## src/sv/cfno_pkg.sv

```systemverilog
// ============================================================================
// cfno_pkg: shared types and constants for the class-filtered neighbor offset
// Holds the beat formats of both channels, the job record passed from the
// front end to the back end, field widths and register indexes.
// ============================================================================
package cfno_pkg;

    localparam int MAX_NEIGHBORS = 64;
    localparam int QUEUE_DEPTH   = 2;

    localparam int COORD_W = 32;
    localparam int CLASS_W = 8;
    localparam int CNT_W   = $clog2(MAX_NEIGHBORS + 1);
    localparam int SUM_W   = COORD_W + $clog2(MAX_NEIGHBORS);
    localparam int MEAN_W  = COORD_W + 1;
    localparam int DIFF_W  = COORD_W + 2;
    localparam int FEAT_W  = DIFF_W;
    localparam int MAG_W   = COORD_W + 1;
    localparam int SQ_W    = 2 * MAG_W;
    localparam int RAD_W   = SQ_W;
    localparam int ROOT_W  = RAD_W / 2;
    localparam int STEP_W  = $clog2(SUM_W + MAG_W + ROOT_W + 1);

    localparam int CFG_IDX_W  = 1;
    localparam int CFG_DATA_W = CLASS_W;

    localparam logic [CFG_IDX_W-1:0] REG_FEATURE_MODE  = 1'd0;
    localparam logic [CFG_IDX_W-1:0] REG_CONTEXT_CLASS = 1'd1;

    localparam logic MODE_VERTICAL   = 1'b0;
    localparam logic MODE_HORIZONTAL = 1'b1;

    localparam logic KIND_QUERY    = 1'b0;
    localparam logic KIND_NEIGHBOR = 1'b1;

    typedef struct packed {
        logic                      kind;
        logic signed [COORD_W-1:0] coord_x;
        logic signed [COORD_W-1:0] coord_y;
        logic signed [COORD_W-1:0] coord_z;
        logic [CLASS_W-1:0]        point_class;
        logic                      last_item;
    } in_beat_t;

    typedef struct packed {
        logic signed [FEAT_W-1:0] feature_value;
        logic                     is_nan;
    } out_beat_t;

    typedef struct packed {
        logic signed [SUM_W-1:0]   sum_x;
        logic signed [SUM_W-1:0]   sum_y;
        logic signed [SUM_W-1:0]   sum_z;
        logic [CNT_W-1:0]          match_count;
        logic signed [COORD_W-1:0] query_x;
        logic signed [COORD_W-1:0] query_y;
        logic signed [COORD_W-1:0] query_z;
        logic                      feature_mode;
    } job_t;

endpackage

```

## src/sv/cfno_front.sv

```systemverilog
// ============================================================================
// cfno_front: item intake and class-filtered accumulation
// Latches query points, sums matching neighbor coordinates and hands a
// finished neighborhood to the job queue on its last beat.
// ============================================================================
module cfno_front (
    input  logic                          clk,
    input  logic                          rst_n,
    input  logic                          in_valid,
    output logic                          in_stall,
    input  cfno_pkg::in_beat_t            in_data,
    input  logic                          feature_mode,
    input  logic [cfno_pkg::CLASS_W-1:0]  context_class,
    input  logic                          q_full,
    output logic                          push,
    output cfno_pkg::job_t                job
);
    import cfno_pkg::*;

    logic signed [SUM_W-1:0]   sum_x_reg, sum_y_reg, sum_z_reg;
    logic signed [SUM_W-1:0]   sum_x_next, sum_y_next, sum_z_next;
    logic [CNT_W-1:0]          match_count_reg, match_count_next;
    logic [CNT_W-1:0]          nbr_count_reg, nbr_count_next;
    logic signed [COORD_W-1:0] query_x_reg, query_y_reg, query_z_reg;
    logic signed [COORD_W-1:0] query_x_next, query_y_next, query_z_next;
    logic                      accept;
    logic                      is_query;
    logic                      take;
    logic                      hit;

    assign in_stall = q_full;
    assign accept   = in_valid & ~q_full;

    always_comb
    begin
        is_query = (in_data.kind == KIND_QUERY);
        take     = !is_query && (nbr_count_reg < CNT_W'(MAX_NEIGHBORS));
        hit      = take && (in_data.point_class == context_class);

        sum_x_next = (is_query ? SUM_W'(0) : sum_x_reg)
                   + (hit ? SUM_W'(in_data.coord_x) : SUM_W'(0));
        sum_y_next = (is_query ? SUM_W'(0) : sum_y_reg)
                   + (hit ? SUM_W'(in_data.coord_y) : SUM_W'(0));
        sum_z_next = (is_query ? SUM_W'(0) : sum_z_reg)
                   + (hit ? SUM_W'(in_data.coord_z) : SUM_W'(0));

        match_count_next = (is_query ? CNT_W'(0) : match_count_reg) + CNT_W'(hit);
        nbr_count_next   = (is_query ? CNT_W'(0) : nbr_count_reg) + CNT_W'(take);

        query_x_next = is_query ? in_data.coord_x : query_x_reg;
        query_y_next = is_query ? in_data.coord_y : query_y_reg;
        query_z_next = is_query ? in_data.coord_z : query_z_reg;

        push             = accept & in_data.last_item;
        job.sum_x        = sum_x_next;
        job.sum_y        = sum_y_next;
        job.sum_z        = sum_z_next;
        job.match_count  = match_count_next;
        job.query_x      = query_x_next;
        job.query_y      = query_y_next;
        job.query_z      = query_z_next;
        job.feature_mode = feature_mode;
    end

    always_ff @(posedge clk or negedge rst_n)
    begin
        if (!rst_n)
        begin
            sum_x_reg       <= '0;
            sum_y_reg       <= '0;
            sum_z_reg       <= '0;
            match_count_reg <= '0;
            nbr_count_reg   <= '0;
            query_x_reg     <= '0;
            query_y_reg     <= '0;
            query_z_reg     <= '0;
        end
        else if (accept)
        begin
            query_x_reg <= query_x_next;
            query_y_reg <= query_y_next;
            query_z_reg <= query_z_next;
            if (in_data.last_item)
            begin
                sum_x_reg       <= '0;
                sum_y_reg       <= '0;
                sum_z_reg       <= '0;
                match_count_reg <= '0;
                nbr_count_reg   <= '0;
            end
            else
            begin
                sum_x_reg       <= sum_x_next;
                sum_y_reg       <= sum_y_next;
                sum_z_reg       <= sum_z_next;
                match_count_reg <= match_count_next;
                nbr_count_reg   <= nbr_count_next;
            end
        end
    end

endmodule

```

## src/sv/cfno_queue.sv

```systemverilog
// ============================================================================
// cfno_queue: job queue between front end and back end
// A short first-in first-out buffer of finished neighborhood records.
// ============================================================================
module cfno_queue (
    input  logic           clk,
    input  logic           rst_n,
    input  logic           push,
    input  cfno_pkg::job_t push_data,
    output logic           full,
    input  logic           pop,
    output cfno_pkg::job_t pop_data,
    output logic           empty
);
    import cfno_pkg::*;

    localparam int PTR_W  = (QUEUE_DEPTH > 1) ? $clog2(QUEUE_DEPTH) : 1;
    localparam int QCNT_W = $clog2(QUEUE_DEPTH + 1);

    job_t              entry_reg [QUEUE_DEPTH];
    logic [PTR_W-1:0]  wr_ptr_reg, rd_ptr_reg;
    logic [QCNT_W-1:0] count_reg;

    assign full     = (count_reg == QCNT_W'(QUEUE_DEPTH));
    assign empty    = (count_reg == '0);
    assign pop_data = entry_reg[rd_ptr_reg];

    always_ff @(posedge clk)
    begin
        if (push)
        begin
            entry_reg[wr_ptr_reg] <= push_data;
        end
    end

    always_ff @(posedge clk or negedge rst_n)
    begin
        if (!rst_n)
        begin
            wr_ptr_reg <= '0;
            rd_ptr_reg <= '0;
            count_reg  <= '0;
        end
        else
        begin
            if (push)
            begin
                wr_ptr_reg <= (wr_ptr_reg == PTR_W'(QUEUE_DEPTH - 1)) ? '0
                            : wr_ptr_reg + PTR_W'(1);
            end
            if (pop)
            begin
                rd_ptr_reg <= (rd_ptr_reg == PTR_W'(QUEUE_DEPTH - 1)) ? '0
                            : rd_ptr_reg + PTR_W'(1);
            end
            count_reg <= count_reg + QCNT_W'(push) - QCNT_W'(pop);
        end
    end

endmodule

```

## src/sv/cfno_back.sv

```systemverilog
// ============================================================================
// cfno_back: mean, offset and distance evaluation
// Takes one job at a time: bit-serial mean division on all three axes, then
// either the vertical offset or the shift-add squares and a bit-pair square
// root for the horizontal distance, ending in a registered result beat.
// ============================================================================
module cfno_back (
    input  logic                clk,
    input  logic                rst_n,
    input  logic                empty,
    input  cfno_pkg::job_t      job,
    output logic                pop,
    output logic                out_valid,
    input  logic                out_stall,
    output cfno_pkg::out_beat_t out_data
);
    import cfno_pkg::*;

    localparam int NUM_AXES   = 3;
    localparam int NUM_PLANAR = 2;
    localparam int AXIS_X     = 0;
    localparam int AXIS_Y     = 1;
    localparam int AXIS_Z     = 2;

    typedef enum logic [7:0] {
        ST_IDLE = 8'b0000_0001,
        ST_DIV  = 8'b0000_0010,
        ST_DIFF = 8'b0000_0100,
        ST_LOAD = 8'b0000_1000,
        ST_MUL  = 8'b0001_0000,
        ST_RAD  = 8'b0010_0000,
        ST_ROOT = 8'b0100_0000,
        ST_DONE = 8'b1000_0000
    } state_t;

    state_t                    state_reg;
    logic [STEP_W-1:0]         step_reg;
    logic                      mode_reg;
    logic                      nan_reg;
    logic [CNT_W-1:0]          div_n_reg;
    logic [SUM_W-1:0]          quo_reg   [NUM_AXES];
    logic [CNT_W-1:0]          rem_reg   [NUM_AXES];
    logic                      neg_reg   [NUM_AXES];
    logic signed [COORD_W-1:0] query_reg [NUM_AXES];
    logic signed [DIFF_W-1:0]  diff_reg  [NUM_AXES];
    logic [SQ_W-1:0]           mcand_reg [NUM_PLANAR];
    logic [SQ_W-1:0]           acc_reg   [NUM_PLANAR];
    logic [MAG_W-1:0]          mplier_reg[NUM_PLANAR];
    logic [RAD_W-1:0]          rad_reg;
    logic [ROOT_W:0]           rrem_reg;
    logic [ROOT_W-1:0]         root_reg;
    logic                      out_valid_reg;
    out_beat_t                 out_data_reg;

    logic signed [SUM_W-1:0]   job_sum  [NUM_AXES];
    logic signed [COORD_W-1:0] job_query[NUM_AXES];
    logic [SUM_W-1:0]          job_mag  [NUM_AXES];
    logic [CNT_W:0]            r_sh     [NUM_AXES];
    logic [CNT_W:0]            r_sub    [NUM_AXES];
    logic                      div_ge   [NUM_AXES];
    logic [CNT_W-1:0]          rem_step [NUM_AXES];
    logic [SUM_W-1:0]          quo_step [NUM_AXES];
    logic signed [DIFF_W-1:0]  q_ext    [NUM_AXES];
    logic signed [DIFF_W-1:0]  qry_ext  [NUM_AXES];
    logic signed [DIFF_W-1:0]  diff_val [NUM_AXES];
    logic [DIFF_W-1:0]         diff_abs [NUM_PLANAR];
    logic [ROOT_W+2:0]         root_rem_t;
    logic [ROOT_W+2:0]         root_trial;
    logic [ROOT_W+2:0]         root_sub;
    logic                      root_ge;
    logic                      out_free;
    logic                      job_nan;
    out_beat_t                 result;

    assign out_valid = out_valid_reg;
    assign out_data  = out_data_reg;
    assign out_free  = !out_valid_reg || !out_stall;
    assign pop       = (state_reg == ST_IDLE) && !empty;
    assign job_nan   = (job.match_count == '0);

    always_comb
    begin
        job_sum[AXIS_X]   = job.sum_x;
        job_sum[AXIS_Y]   = job.sum_y;
        job_sum[AXIS_Z]   = job.sum_z;
        job_query[AXIS_X] = job.query_x;
        job_query[AXIS_Y] = job.query_y;
        job_query[AXIS_Z] = job.query_z;

        for (int i = 0; i < NUM_AXES; i++)
        begin
            job_mag[i]  = job_sum[i][SUM_W-1] ? SUM_W'(-job_sum[i]) : SUM_W'(job_sum[i]);
            r_sh[i]     = {rem_reg[i], quo_reg[i][SUM_W-1]};
            r_sub[i]    = r_sh[i] - {1'b0, div_n_reg};
            div_ge[i]   = (r_sh[i] >= {1'b0, div_n_reg});
            rem_step[i] = div_ge[i] ? r_sub[i][CNT_W-1:0] : r_sh[i][CNT_W-1:0];
            quo_step[i] = {quo_reg[i][SUM_W-2:0], div_ge[i]};
            q_ext[i]    = signed'({1'b0, quo_reg[i][MEAN_W-1:0]});
            qry_ext[i]  = DIFF_W'(query_reg[i]);
            diff_val[i] = neg_reg[i] ? (qry_ext[i] + q_ext[i]) : (qry_ext[i] - q_ext[i]);
        end

        for (int j = 0; j < NUM_PLANAR; j++)
        begin
            diff_abs[j] = diff_reg[j][DIFF_W-1] ? DIFF_W'(-diff_reg[j])
                                                : DIFF_W'(diff_reg[j]);
        end

        root_rem_t = {rrem_reg, rad_reg[RAD_W-1 -: 2]};
        root_trial = {1'b0, root_reg, 2'b01};
        root_sub   = root_rem_t - root_trial;
        root_ge    = (root_rem_t >= root_trial);

        result.is_nan = nan_reg;
        if (nan_reg)
        begin
            result.feature_value = '0;
        end
        else if (mode_reg == MODE_HORIZONTAL)
        begin
            result.feature_value = signed'(FEAT_W'(root_reg));
        end
        else
        begin
            result.feature_value = diff_reg[AXIS_Z];
        end
    end

    always_ff @(posedge clk)
    begin
        case (state_reg)
            ST_IDLE:
            begin
                if (!empty)
                begin
                    mode_reg  <= job.feature_mode;
                    nan_reg   <= job_nan;
                    div_n_reg <= job.match_count;
                    for (int i = 0; i < NUM_AXES; i++)
                    begin
                        quo_reg[i]   <= job_mag[i];
                        rem_reg[i]   <= '0;
                        neg_reg[i]   <= job_sum[i][SUM_W-1];
                        query_reg[i] <= job_query[i];
                    end
                end
            end
            ST_DIV:
            begin
                for (int i = 0; i < NUM_AXES; i++)
                begin
                    quo_reg[i] <= quo_step[i];
                    rem_reg[i] <= rem_step[i];
                end
            end
            ST_DIFF:
            begin
                for (int i = 0; i < NUM_AXES; i++)
                begin
                    diff_reg[i] <= diff_val[i];
                end
            end
            ST_LOAD:
            begin
                for (int j = 0; j < NUM_PLANAR; j++)
                begin
                    mplier_reg[j] <= diff_abs[j][MAG_W-1:0];
                    mcand_reg[j]  <= SQ_W'(diff_abs[j][MAG_W-1:0]);
                    acc_reg[j]    <= '0;
                end
            end
            ST_MUL:
            begin
                for (int j = 0; j < NUM_PLANAR; j++)
                begin
                    acc_reg[j]    <= acc_reg[j] + (mplier_reg[j][0] ? mcand_reg[j] : '0);
                    mcand_reg[j]  <= {mcand_reg[j][SQ_W-2:0], 1'b0};
                    mplier_reg[j] <= {1'b0, mplier_reg[j][MAG_W-1:1]};
                end
            end
            ST_RAD:
            begin
                rad_reg  <= acc_reg[AXIS_X] + acc_reg[AXIS_Y];
                rrem_reg <= '0;
                root_reg <= '0;
            end
            ST_ROOT:
            begin
                rad_reg  <= {rad_reg[RAD_W-3:0], 2'b00};
                rrem_reg <= root_ge ? root_sub[ROOT_W:0] : root_rem_t[ROOT_W:0];
                root_reg <= {root_reg[ROOT_W-2:0], root_ge};
            end
            default:
            begin
            end
        endcase

        if ((state_reg == ST_DONE) && out_free)
        begin
            out_data_reg <= result;
        end
    end

    always_ff @(posedge clk or negedge rst_n)
    begin
        if (!rst_n)
        begin
            state_reg     <= ST_IDLE;
            step_reg      <= '0;
            out_valid_reg <= 1'b0;
        end
        else
        begin
            case (state_reg)
                ST_IDLE:
                begin
                    step_reg <= '0;
                    if (!empty)
                    begin
                        state_reg <= job_nan ? ST_DONE : ST_DIV;
                    end
                end
                ST_DIV:
                begin
                    if (step_reg == STEP_W'(SUM_W - 1))
                    begin
                        step_reg  <= '0;
                        state_reg <= ST_DIFF;
                    end
                    else
                    begin
                        step_reg <= step_reg + STEP_W'(1);
                    end
                end
                ST_DIFF:
                begin
                    state_reg <= (mode_reg == MODE_HORIZONTAL) ? ST_LOAD : ST_DONE;
                end
                ST_LOAD:
                begin
                    step_reg  <= '0;
                    state_reg <= ST_MUL;
                end
                ST_MUL:
                begin
                    if (step_reg == STEP_W'(MAG_W - 1))
                    begin
                        step_reg  <= '0;
                        state_reg <= ST_RAD;
                    end
                    else
                    begin
                        step_reg <= step_reg + STEP_W'(1);
                    end
                end
                ST_RAD:
                begin
                    step_reg  <= '0;
                    state_reg <= ST_ROOT;
                end
                ST_ROOT:
                begin
                    if (step_reg == STEP_W'(ROOT_W - 1))
                    begin
                        step_reg  <= '0;
                        state_reg <= ST_DONE;
                    end
                    else
                    begin
                        step_reg <= step_reg + STEP_W'(1);
                    end
                end
                ST_DONE:
                begin
                    if (out_free)
                    begin
                        state_reg <= ST_IDLE;
                    end
                end
                default:
                begin
                    state_reg <= ST_IDLE;
                end
            endcase

            if ((state_reg == ST_DONE) && out_free)
            begin
                out_valid_reg <= 1'b1;
            end
            else if (!out_stall)
            begin
                out_valid_reg <= 1'b0;
            end
        end
    end

endmodule

```

## src/sv/class_filtered_neighbour_offset_top.sv

```systemverilog
// ============================================================================
// class_filtered_neighbour_offset_top: class-filtered neighbor offset block
// Accumulates neighbors of the configured class around a query point and
// reports the vertical offset from, or horizontal distance to, their mean.
// ============================================================================
//
//   channel  direction  handshake            beat
//   in       input      in_valid / in_stall  in_beat_t   (query or neighbor)
//   out      output     out_valid/out_stall  out_beat_t  (one per neighborhood)
//   cfg      input      cfg_we               cfg_index, cfg_wdata
//
// The front end takes one input beat per cycle while the two-entry job queue
// has room; in_stall is high only while that queue is full.
// The back end finds the means with a 38-step serial divider; a horizontal
// result adds a 33-step shift-add squarer and a 33-step square root, and an
// empty neighborhood skips all three.
// Reset clears the sums, counts, query point, configuration, queue and output.
// A stalled output holds its beat while the back end waits in its final state.
//
module class_filtered_neighbour_offset_top (
    input  logic                              clk,
    input  logic                              rst_n,
    input  logic                              in_valid,
    output logic                              in_stall,
    input  cfno_pkg::in_beat_t                in_data,
    output logic                              out_valid,
    input  logic                              out_stall,
    output cfno_pkg::out_beat_t               out_data,
    input  logic                              cfg_we,
    input  logic [cfno_pkg::CFG_IDX_W-1:0]    cfg_index,
    input  logic [cfno_pkg::CFG_DATA_W-1:0]   cfg_wdata
);
    import cfno_pkg::*;

    logic               feature_mode_reg;
    logic [CLASS_W-1:0] context_class_reg;
    logic               push;
    logic               pop;
    logic               q_full;
    logic               q_empty;
    job_t               push_job;
    job_t               pop_job;

    always_ff @(posedge clk or negedge rst_n)
    begin
        if (!rst_n)
        begin
            feature_mode_reg  <= MODE_VERTICAL;
            context_class_reg <= '0;
        end
        else if (cfg_we)
        begin
            case (cfg_index)
                REG_FEATURE_MODE:  feature_mode_reg  <= cfg_wdata[0];
                REG_CONTEXT_CLASS: context_class_reg <= cfg_wdata[CLASS_W-1:0];
                default:
                begin
                end
            endcase
        end
    end

    cfno_front u_front (
        .clk           (clk),
        .rst_n         (rst_n),
        .in_valid      (in_valid),
        .in_stall      (in_stall),
        .in_data       (in_data),
        .feature_mode  (feature_mode_reg),
        .context_class (context_class_reg),
        .q_full        (q_full),
        .push          (push),
        .job           (push_job)
    );

    cfno_queue u_queue (
        .clk       (clk),
        .rst_n     (rst_n),
        .push      (push),
        .push_data (push_job),
        .full      (q_full),
        .pop       (pop),
        .pop_data  (pop_job),
        .empty     (q_empty)
    );

    cfno_back u_back (
        .clk       (clk),
        .rst_n     (rst_n),
        .empty     (q_empty),
        .job       (pop_job),
        .pop       (pop),
        .out_valid (out_valid),
        .out_stall (out_stall),
        .out_data  (out_data)
    );

endmodule

```

## config.mk

```make
export PLATFORM = sky130hd
export DESIGN_NAME = class_filtered_neighbour_offset_top
export DESIGN_NICKNAME = d
export VERILOG_FILES = /design/src/sv/cfno_pkg.sv /design/src/sv/cfno_front.sv /design/src/sv/cfno_queue.sv /design/src/sv/cfno_back.sv /design/src/sv/class_filtered_neighbour_offset_top.sv
export SDC_FILE = /design/constraint.sdc
export NUM_CORES = 2
export LEC_CHECK = 0
export BUFFER_PORTS_ARGS = -buffer_cell sky130_fd_sc_hd__buf_2
export CAP_MARGIN = 20
export CORE_MARGIN = 2
export CORE_UTILIZATION = 45
export DETAILED_ROUTE_END_ITERATION = 6
export GPL_ROUTABILITY_DRIVEN = 0
export MAX_ROUTING_LAYER = met4
export SYNTH_ARGS = -nofsm -noshare
export SYNTH_HDL_FRONTEND = slang
export SYNTH_SLANG_ARGS = --single-unit
```

## constraint.sdc

```tcl
create_clock -name clk -period 25.2 [get_ports clk]
set_input_delay 5.04 -clock clk [delete_from_list [all_inputs] [get_ports clk]]
set_output_delay 5.04 -clock clk [all_outputs]
set_load 0.02 [all_outputs]
```

---- Yosys cells after proc, flatten, opt, wreduce, memory -nomap -nowiden ----
Memories as Yosys holds them, arrays and structs flattened.
Index checks and enable logic that the tools add are counted.
operators by class
  reductions and logical operators ........ 19
  $add $sub $neg .......................... 28
  bitwise operators ....................... 17
  muxes and demuxes ....................... 74
  magnitude comparators ................... 5
  equal/unequal tests ..................... 18
operator list
  cell                                                            number
  38-bit two-way mux                                              15
  66-bit two-way mux                                              6
  66-bit adder                                                    3
  33-bit two-way mux                                              5
  34-bit two-way mux                                              4
  66-bit one-hot mux with 2 select lines                          1
  38-bit adder                                                    3
  38-bit negation                                                 3
  32-bit by 34-bit adder with 34-bit output                       3
  32-bit by 34-bit subtractor with 34-bit output                  3
  32-bit two-way mux                                              3
  7-bit two-way mux                                               12
  34-bit one-hot mux with 2 select lines                          1
  33-bit negation                                                 2
  33-bit one-hot mux with 2 select lines                          1
  8-bit one-hot mux with 8 select lines                           1
  8-bit two-way mux                                               7
  36-bit by 35-bit greater-or-equal comparator with 1-bit output  1
  34-bit subtractor                                               1
  8-bit by 7-bit greater-or-equal comparator with 1-bit output    3
  7-bit one-hot mux with 3 select lines                           1
  7-bit subtractor                                                3
  1-bit two-way mux                                               17
  7-bit by 1-bit adder with 7-bit output                          2
  32 further kinds                                                60
storage, ports and cells
  flip-flop bits (word level) ............. 430
  output and inout port bits .............. 37
  memories kept ........................... 9
  bits in writable memories ............... 1102
  word-level logic and storage cells ...... 195
memories
  memory             depth  width  read ports  clocked after memory_dff  wr ports  line              text
  u_queue.entry_reg  2      218    1           0                         1         cfno_queue.sv:20  job_t entry_reg [QUEUE_DEPTH];
  u_back.acc_reg     2      66     2           0                         2         cfno_back.sv:47   logic [SQ_W-1:0] acc_reg [NUM_PLANAR];
  u_back.mcand_reg   2      66     2           0                         2         cfno_back.sv:46   logic [SQ_W-1:0] mcand_reg [NUM_PLANAR];
  u_back.quo_reg     3      38     3           0                         3         cfno_back.sv:41   logic [SUM_W-1:0] quo_reg [NUM_AXES];
  u_back.diff_reg    3      34     3           0                         3         cfno_back.sv:45   logic signed [DIFF_W-1:0] diff_reg [NUM_AXES];
  u_back.query_reg   3      32     3           0                         3         cfno_back.sv:44   logic signed [COORD_W-1:0] query_reg [NUM_AXES];
  +3 memories        n/a    n/a    n/a         n/a                       n/a       n/a

---- Longest topological paths before layout ----
  depth in word-level cells ............... 6
  depth in mapped cells ................... 23
  depth with buffers taken out ............ 20

---- Cells and area by module ----
Synthesis repeated with hierarchy kept, for this count alone.
second synthesis, totals
  cells, all modules ...................... 8365
  area total of the unflattened synthesis .. 89583.4 um2
by module, submodules not included
  module                               area an instance (um2)  cells each  instances  sequential area each (um2)
  cfno_back                            56309.0                 5678        1          25715.9
  cfno_front                           16925.0                 1974        1          5605.4
  cfno_queue                           16010.4                 693         1          13192.7
  class_filtered_neighbour_offset_top  339.1                   20          1          225.2

---- Least setup slack after synthesis ----
No wires, ideal clock.
  path kind ............................... register to register
  from .................................... reg u_back.state_reg[1]
  to ...................................... reg u_back.step_reg[4]
  required time ........................... 25.105 ns
  period minus slack after synthesis ...... 18.476 ns
  path slack .............................. 6.724 ns
  stages on the path, launching flop included .. 7
  data arrival time ....................... 18.381 ns
  buffers on the path ..................... 0
  path through ............................ dfrtp_1 > nor4_1 > nand2_1 > a21oi_1 > nor4_1 > or2_2 > o31ai_1
on the way
  cells in the longest elaborated chain, start to end .. 3
ends and longest elaborated chain
  item                                                                         line              text
  start, declared                                                              cfno_back.sv:36   state_t state_reg;
  start signal, assigned                                                       cfno_back.sv:220  state_reg <= job_nan ? ST_DONE : ST_DIV;
  start signal, assigned                                                       cfno_back.sv:237  state_reg <= (mode_reg == MODE_HORIZONTAL) ? ST_LOAD : ST_DONE;
  8-bit by 4-bit equality test with 1-bit output (tied with other cells)       cfno_back.sv:214  case (state_reg)
  3-bit OR reduction (no source line) or 2-bit OR reduction (tied branches)    n/a
  7-bit one-hot mux with 3 select lines or 3-bit nonzero test (tied branches)  n/a
  end signal, assigned                                                         cfno_back.sv:232  step_reg <= step_reg + STEP_W'(1);
  end signal, assigned                                                         cfno_back.sv:253  step_reg <= step_reg + STEP_W'(1);
  end signal, assigned                                                         cfno_back.sv:270  step_reg <= step_reg + STEP_W'(1);
  end, declared                                                                cfno_back.sv:37   logic [STEP_W-1:0] step_reg;
Parallel ways exist; a longest one is shown, timed or not.
A chain may end at the register's enable or synchronous reset.

---- Worst setup path after layout ----
  from .................................... in in_data[105] in the netlist's numbering
  to ...................................... reg u_front.sum_x_reg[37]
on the way
  cells in the longest elaborated chain, start to end .. 5
ends and longest elaborated chain
  item                  line                                       text
  start, declared       class_filtered_neighbour_offset_top.sv:25  input cfno_pkg::in_beat_t in_data,
  1-bit logical AND     cfno_front.sv:37                           take = !is_query && (nbr_count_reg < CNT_W'(MAX_NEIGHBORS));
  1-bit logical AND     cfno_front.sv:38                           hit = take && (in_data.point_class == context_class);
  38-bit two-way mux    cfno_front.sv:41                           + (hit ? SUM_W'(in_data.coord_x) : SUM_W'(0));
  38-bit adder *        cfno_front.sv:41
  38-bit two-way mux *  cfno_front.sv:83                           if (in_data.last_item)
  end signal, assigned  cfno_front.sv:93                           sum_x_reg <= sum_x_next;
  end, declared         cfno_front.sv:20                           logic signed [SUM_W-1:0] sum_x_reg, sum_y_reg, sum_z_reg;
Mark *: on every way between the ends. The rest lies on a longest branch, timed or not.

==> flow_summary_export.csv <==
group,metric,value,unit
timing,relSlewSlack,0.303,
critical_path,endpoint_kind,"flop",
timing,clock.fmax,104,MHz
timing,setup_slack,15580,ps
routing,finalWirelength,217000,um
timing,slew_viol_final,0,
timing,rsz0062_at_grt,"no",
final_layout,final_cell_area,98800,sq um
final_layout,fin_nets,8899,
critical_path,crit_family,"compound AO/OA/AOI/OAI gates",
yosys,synthesis.nets,8836,
yosys,yosysTopAreaCellShare,0.430,
place,io_buffers,156,
routing,ant_nets,0,
power,swShare,0.343,
critical_path,crit_type,"input port to flop",
clock_tree,root_buffer,"clkbuf_16",
yosys,synth_fa_ha_area_frac,0.0696,
yosys,synth_edf_count,1279,
clock_tree,cts_max_level,4,
clock_tree,cts_buffers,173,
critical_path,cp-start-kind,"input port",
clock_tree,clock_sinks,1532,
routing,detail_route.first_pass.iterations,7,
clock_tree,clk_pin_slew_worst_paths,60,ps
timing,final-setup-viol-count,0,
power,combPwrFrac,0.342,
clock_tree,ctsHoldBuffers,0,
timing,worst_pin_slew,1040,ps
yosys,muxShareOfSynthArea,0.0573,
critical_path,worst_ep_required_time,25940,ps
clock_tree,cts.path.max_buffers,3,
hold_path,hp-class,"flop to flop",
routing,wl_per_cell,19.6,um
grt,overflow,0,
floorplan,fp.dieW,450,um
power,irDropWorstVdd,93.2,uV
power,clock_power_share,0.276,
yosys,synthTopCellsByCount,"1279 x edfxtp_1, 677 x nor2_1, 620 x a21oi_1",
critical_path,cp_num_buf_inv,3,
yosys,synth_cell_types,95,
power,p_per_area,96.6,nW/um^2
power,pwr-share-seq,0.382,
power,total_leakage_power,39.5,nW
final_layout,drive_gt1_frac,0.104,
clock_tree,tritoncts,"built",
routing,avgViaCountPerCell,5.64,
critical_path,crit_chain,"buf_6 -> nor2b_1 -> nand2_1 -> nor3_2 -> buf_4 -> buf_4 -> and2_1 -> ha_1 -> a21oi_1 -> nor2_1 -> o311ai_0 -> a211oi_1 -> o21ai_0 -> nand2_1 -> a221o_1 -> a21oi_1 -> xor2_1 -> xnor2_1 -> a311o_1",
yosys,yosys-top-cells-area,"edfxtp_1 43%, dfrtp_1 7.1%, ha_1 6.7%, mux2_2 4.0%, xnor2_1 3.7%",
yosys,yosysTopAreaCell,"edfxtp_1",
power,power.switching,0.00328,W
routing,vias,62500,
timing,post-route-period-util,0.382,
grt,antenna_found_initial,9,
yosys,ys_warn_count,0,
grt,track_usage,0.217,
run_status,violations,"design-rule violations",
timing,fin_skew,46.8,ps
floorplan,dieArea,202000,sq um
grt,grt_max_degree,189,
yosys,yosys_register_bits,1532,
clock_tree,ctsResizeCount,0,
timing,hold_viol,0,
critical_path,cp_max_fo,64,
yosys,syn_area_per_cell,10.9,sq um
run_status,status,"finished with violations",
yosys,synth_top_family_by_area,"compound AO/OA/AOI/OAI gates",
yosys,synth_area,89400,sq um
power,p_int,0.00627,W
critical_path,max_stage_delay,600,ps
job,cap_violations,0,
grt,grt_first_pass_wirelength,341000,um
yosys,ys.flop_type,"edfxtp_1",
timing,setup_tns,0,ps
place,placed_area,92800,sq um
timing,min_period,9620,ps
floorplan,die_y,450,um
final_layout,area_growth,10.5,%
floorplan,placementRows,163,
final_layout,utilization,0.500,
place,dp_slack,14660,ps
clock_tree,insertion_delay,850,ps
critical_path,arrival,10360,ps
yosys,syn_inst,8226,
yosys,synth-simple-area-share,0.135,
floorplan,core_area,197000,sq um
routing,drcViolationCount,2,
final_layout,largest_reg_flops,436,
yosys,async_flop_share,0.165,
critical_path,slowest_stage,"buf_4",
routing,drt_first_iter_violations,4666,
clock_tree,cts_setup_buffers,0,
yosys,synth_xor_area_frac,0.0673,
place,dp_hpwl,154000,um
floorplan,io_pins,157,
yosys,synth_compound_area_frac,0.146,
floorplan,initial_core_util,0.453,
grt,grt_pass1_vias,60800,
yosys,synth.most_common_cell,"edfxtp_1",
yosys,ys_seq_area_frac,0.501,
placed cells by master (no fill, tap or decap), drive strengths merged, types with 86 or more instances in the layout:
cell | synthesis | final
edfxtp | 1279 | 1279
o21ai | 449 | 449
mux2 | 320 | 320
ha | 478 | 478
xor2 | 313 | 313
buf | 47 | 223
nor2 | 678 | 678
and2 | 451 | 451
mux2i | 152 | 152
xnor2 | 374 | 374
nand3 | 108 | 108
nand2 | 581 | 581
a22o | 105 | 105
nand4 | 86 | 86
inv | 218 | 227
nor3 | 134 | 134
a21o | 253 | 253
clkbuf | 289 | 226
dfrtp | 252 | 252
o21a | 161 | 161
a21oi | 622 | 622
final timing paths:
kind | start | end | slack, ps | depth (start not counted)
max reg2reg | u_queue.rd_ptr_reg | u_back.quo_reg[0][74] | 19460 | 13
max in group asynchronous | rst_n | u_front.query_y_reg[17] | 18950 | 3
min in group asynchronous | rst_n | u_front.query_z_reg[21] | 4270 | 1
min | u_front.match_count_reg[0] | u_front.match_count_reg[0] | 460 | 2
min reg2reg | u_front.match_count_reg[0] | u_front.match_count_reg[0] | 460 | 2
max | in_data[105] | u_front.sum_x_reg[37] | 15580 | 19
routing by layer:
metal	global-route usage	vias up	wire length, um
li1	-	30400	-
met1	0.315	30500	107000
met2	0.322	1345	95400
met3	0.0274	288	10000
met4	0.0512	0	4370
met5	-	-	0
metrics by stage:
step	instances	total power (W)	hold slack (ps)
2_1_floorplan	8226	0.00616	424
3_3_place_gp	10800	0.00687	444
3_5_place_dp	10800	0.00694	449
4_1_cts	11100	0.00961	462
5_1_grt	11100	0.0101	487
6_report	11100	0.00955	460
worst register-to-register path, cell delays in order, from the launching register on:
cell and delay [ps]:
dfrtp_4 800, buf_4 740, buf_4 710, buf_4 690, mux2i_1 460, ha_1 280, nand3_1 170, nor2_2 350
nand4_1 160, or3_1 370, or2_1 270, o21ai_0 210, xnor2_1 140, o21ai_0 100
power groups by stage:
stage	clock, W	combinational [W]	sequential, W
6_report	0.00263	0.00327	0.00365
5_1_grt	0.00280	0.00364	0.00369
4_1_cts	0.00269	0.00327	0.00365
2_1_floorplan	0	0.00247	0.00369
3_3_place_gp	0	0.00319	0.00368
3_5_place_dp	0	0.00325	0.00370
logic make-up (layout without fill, tap and decap cells):
kind of cell             Yosys count  count (layout)
flip-flops                      1532            1532
adder cells (fa/ha/maj)          490             490
AND/OR/NAND/NOR                 2447            2447
XOR/XNOR                         687             687
multiplexers                     472             472
AO/OA/AOI/OAI                   2044            2044
other                              0               4
buffers and inverters            554             765
final cells by class:
cell class	instances	area (sq um)
antenna	4	10.0
clock buffer	225	4620
clock inverter	98	1330
fill	17800	98600
inverter	218	818
multi-input combinational	6140	42600
sequential	1532	44700
tap	2640	3300
timing repair buffer	224	1380
No activity file was read; power rests on OpenSTA's default activity.
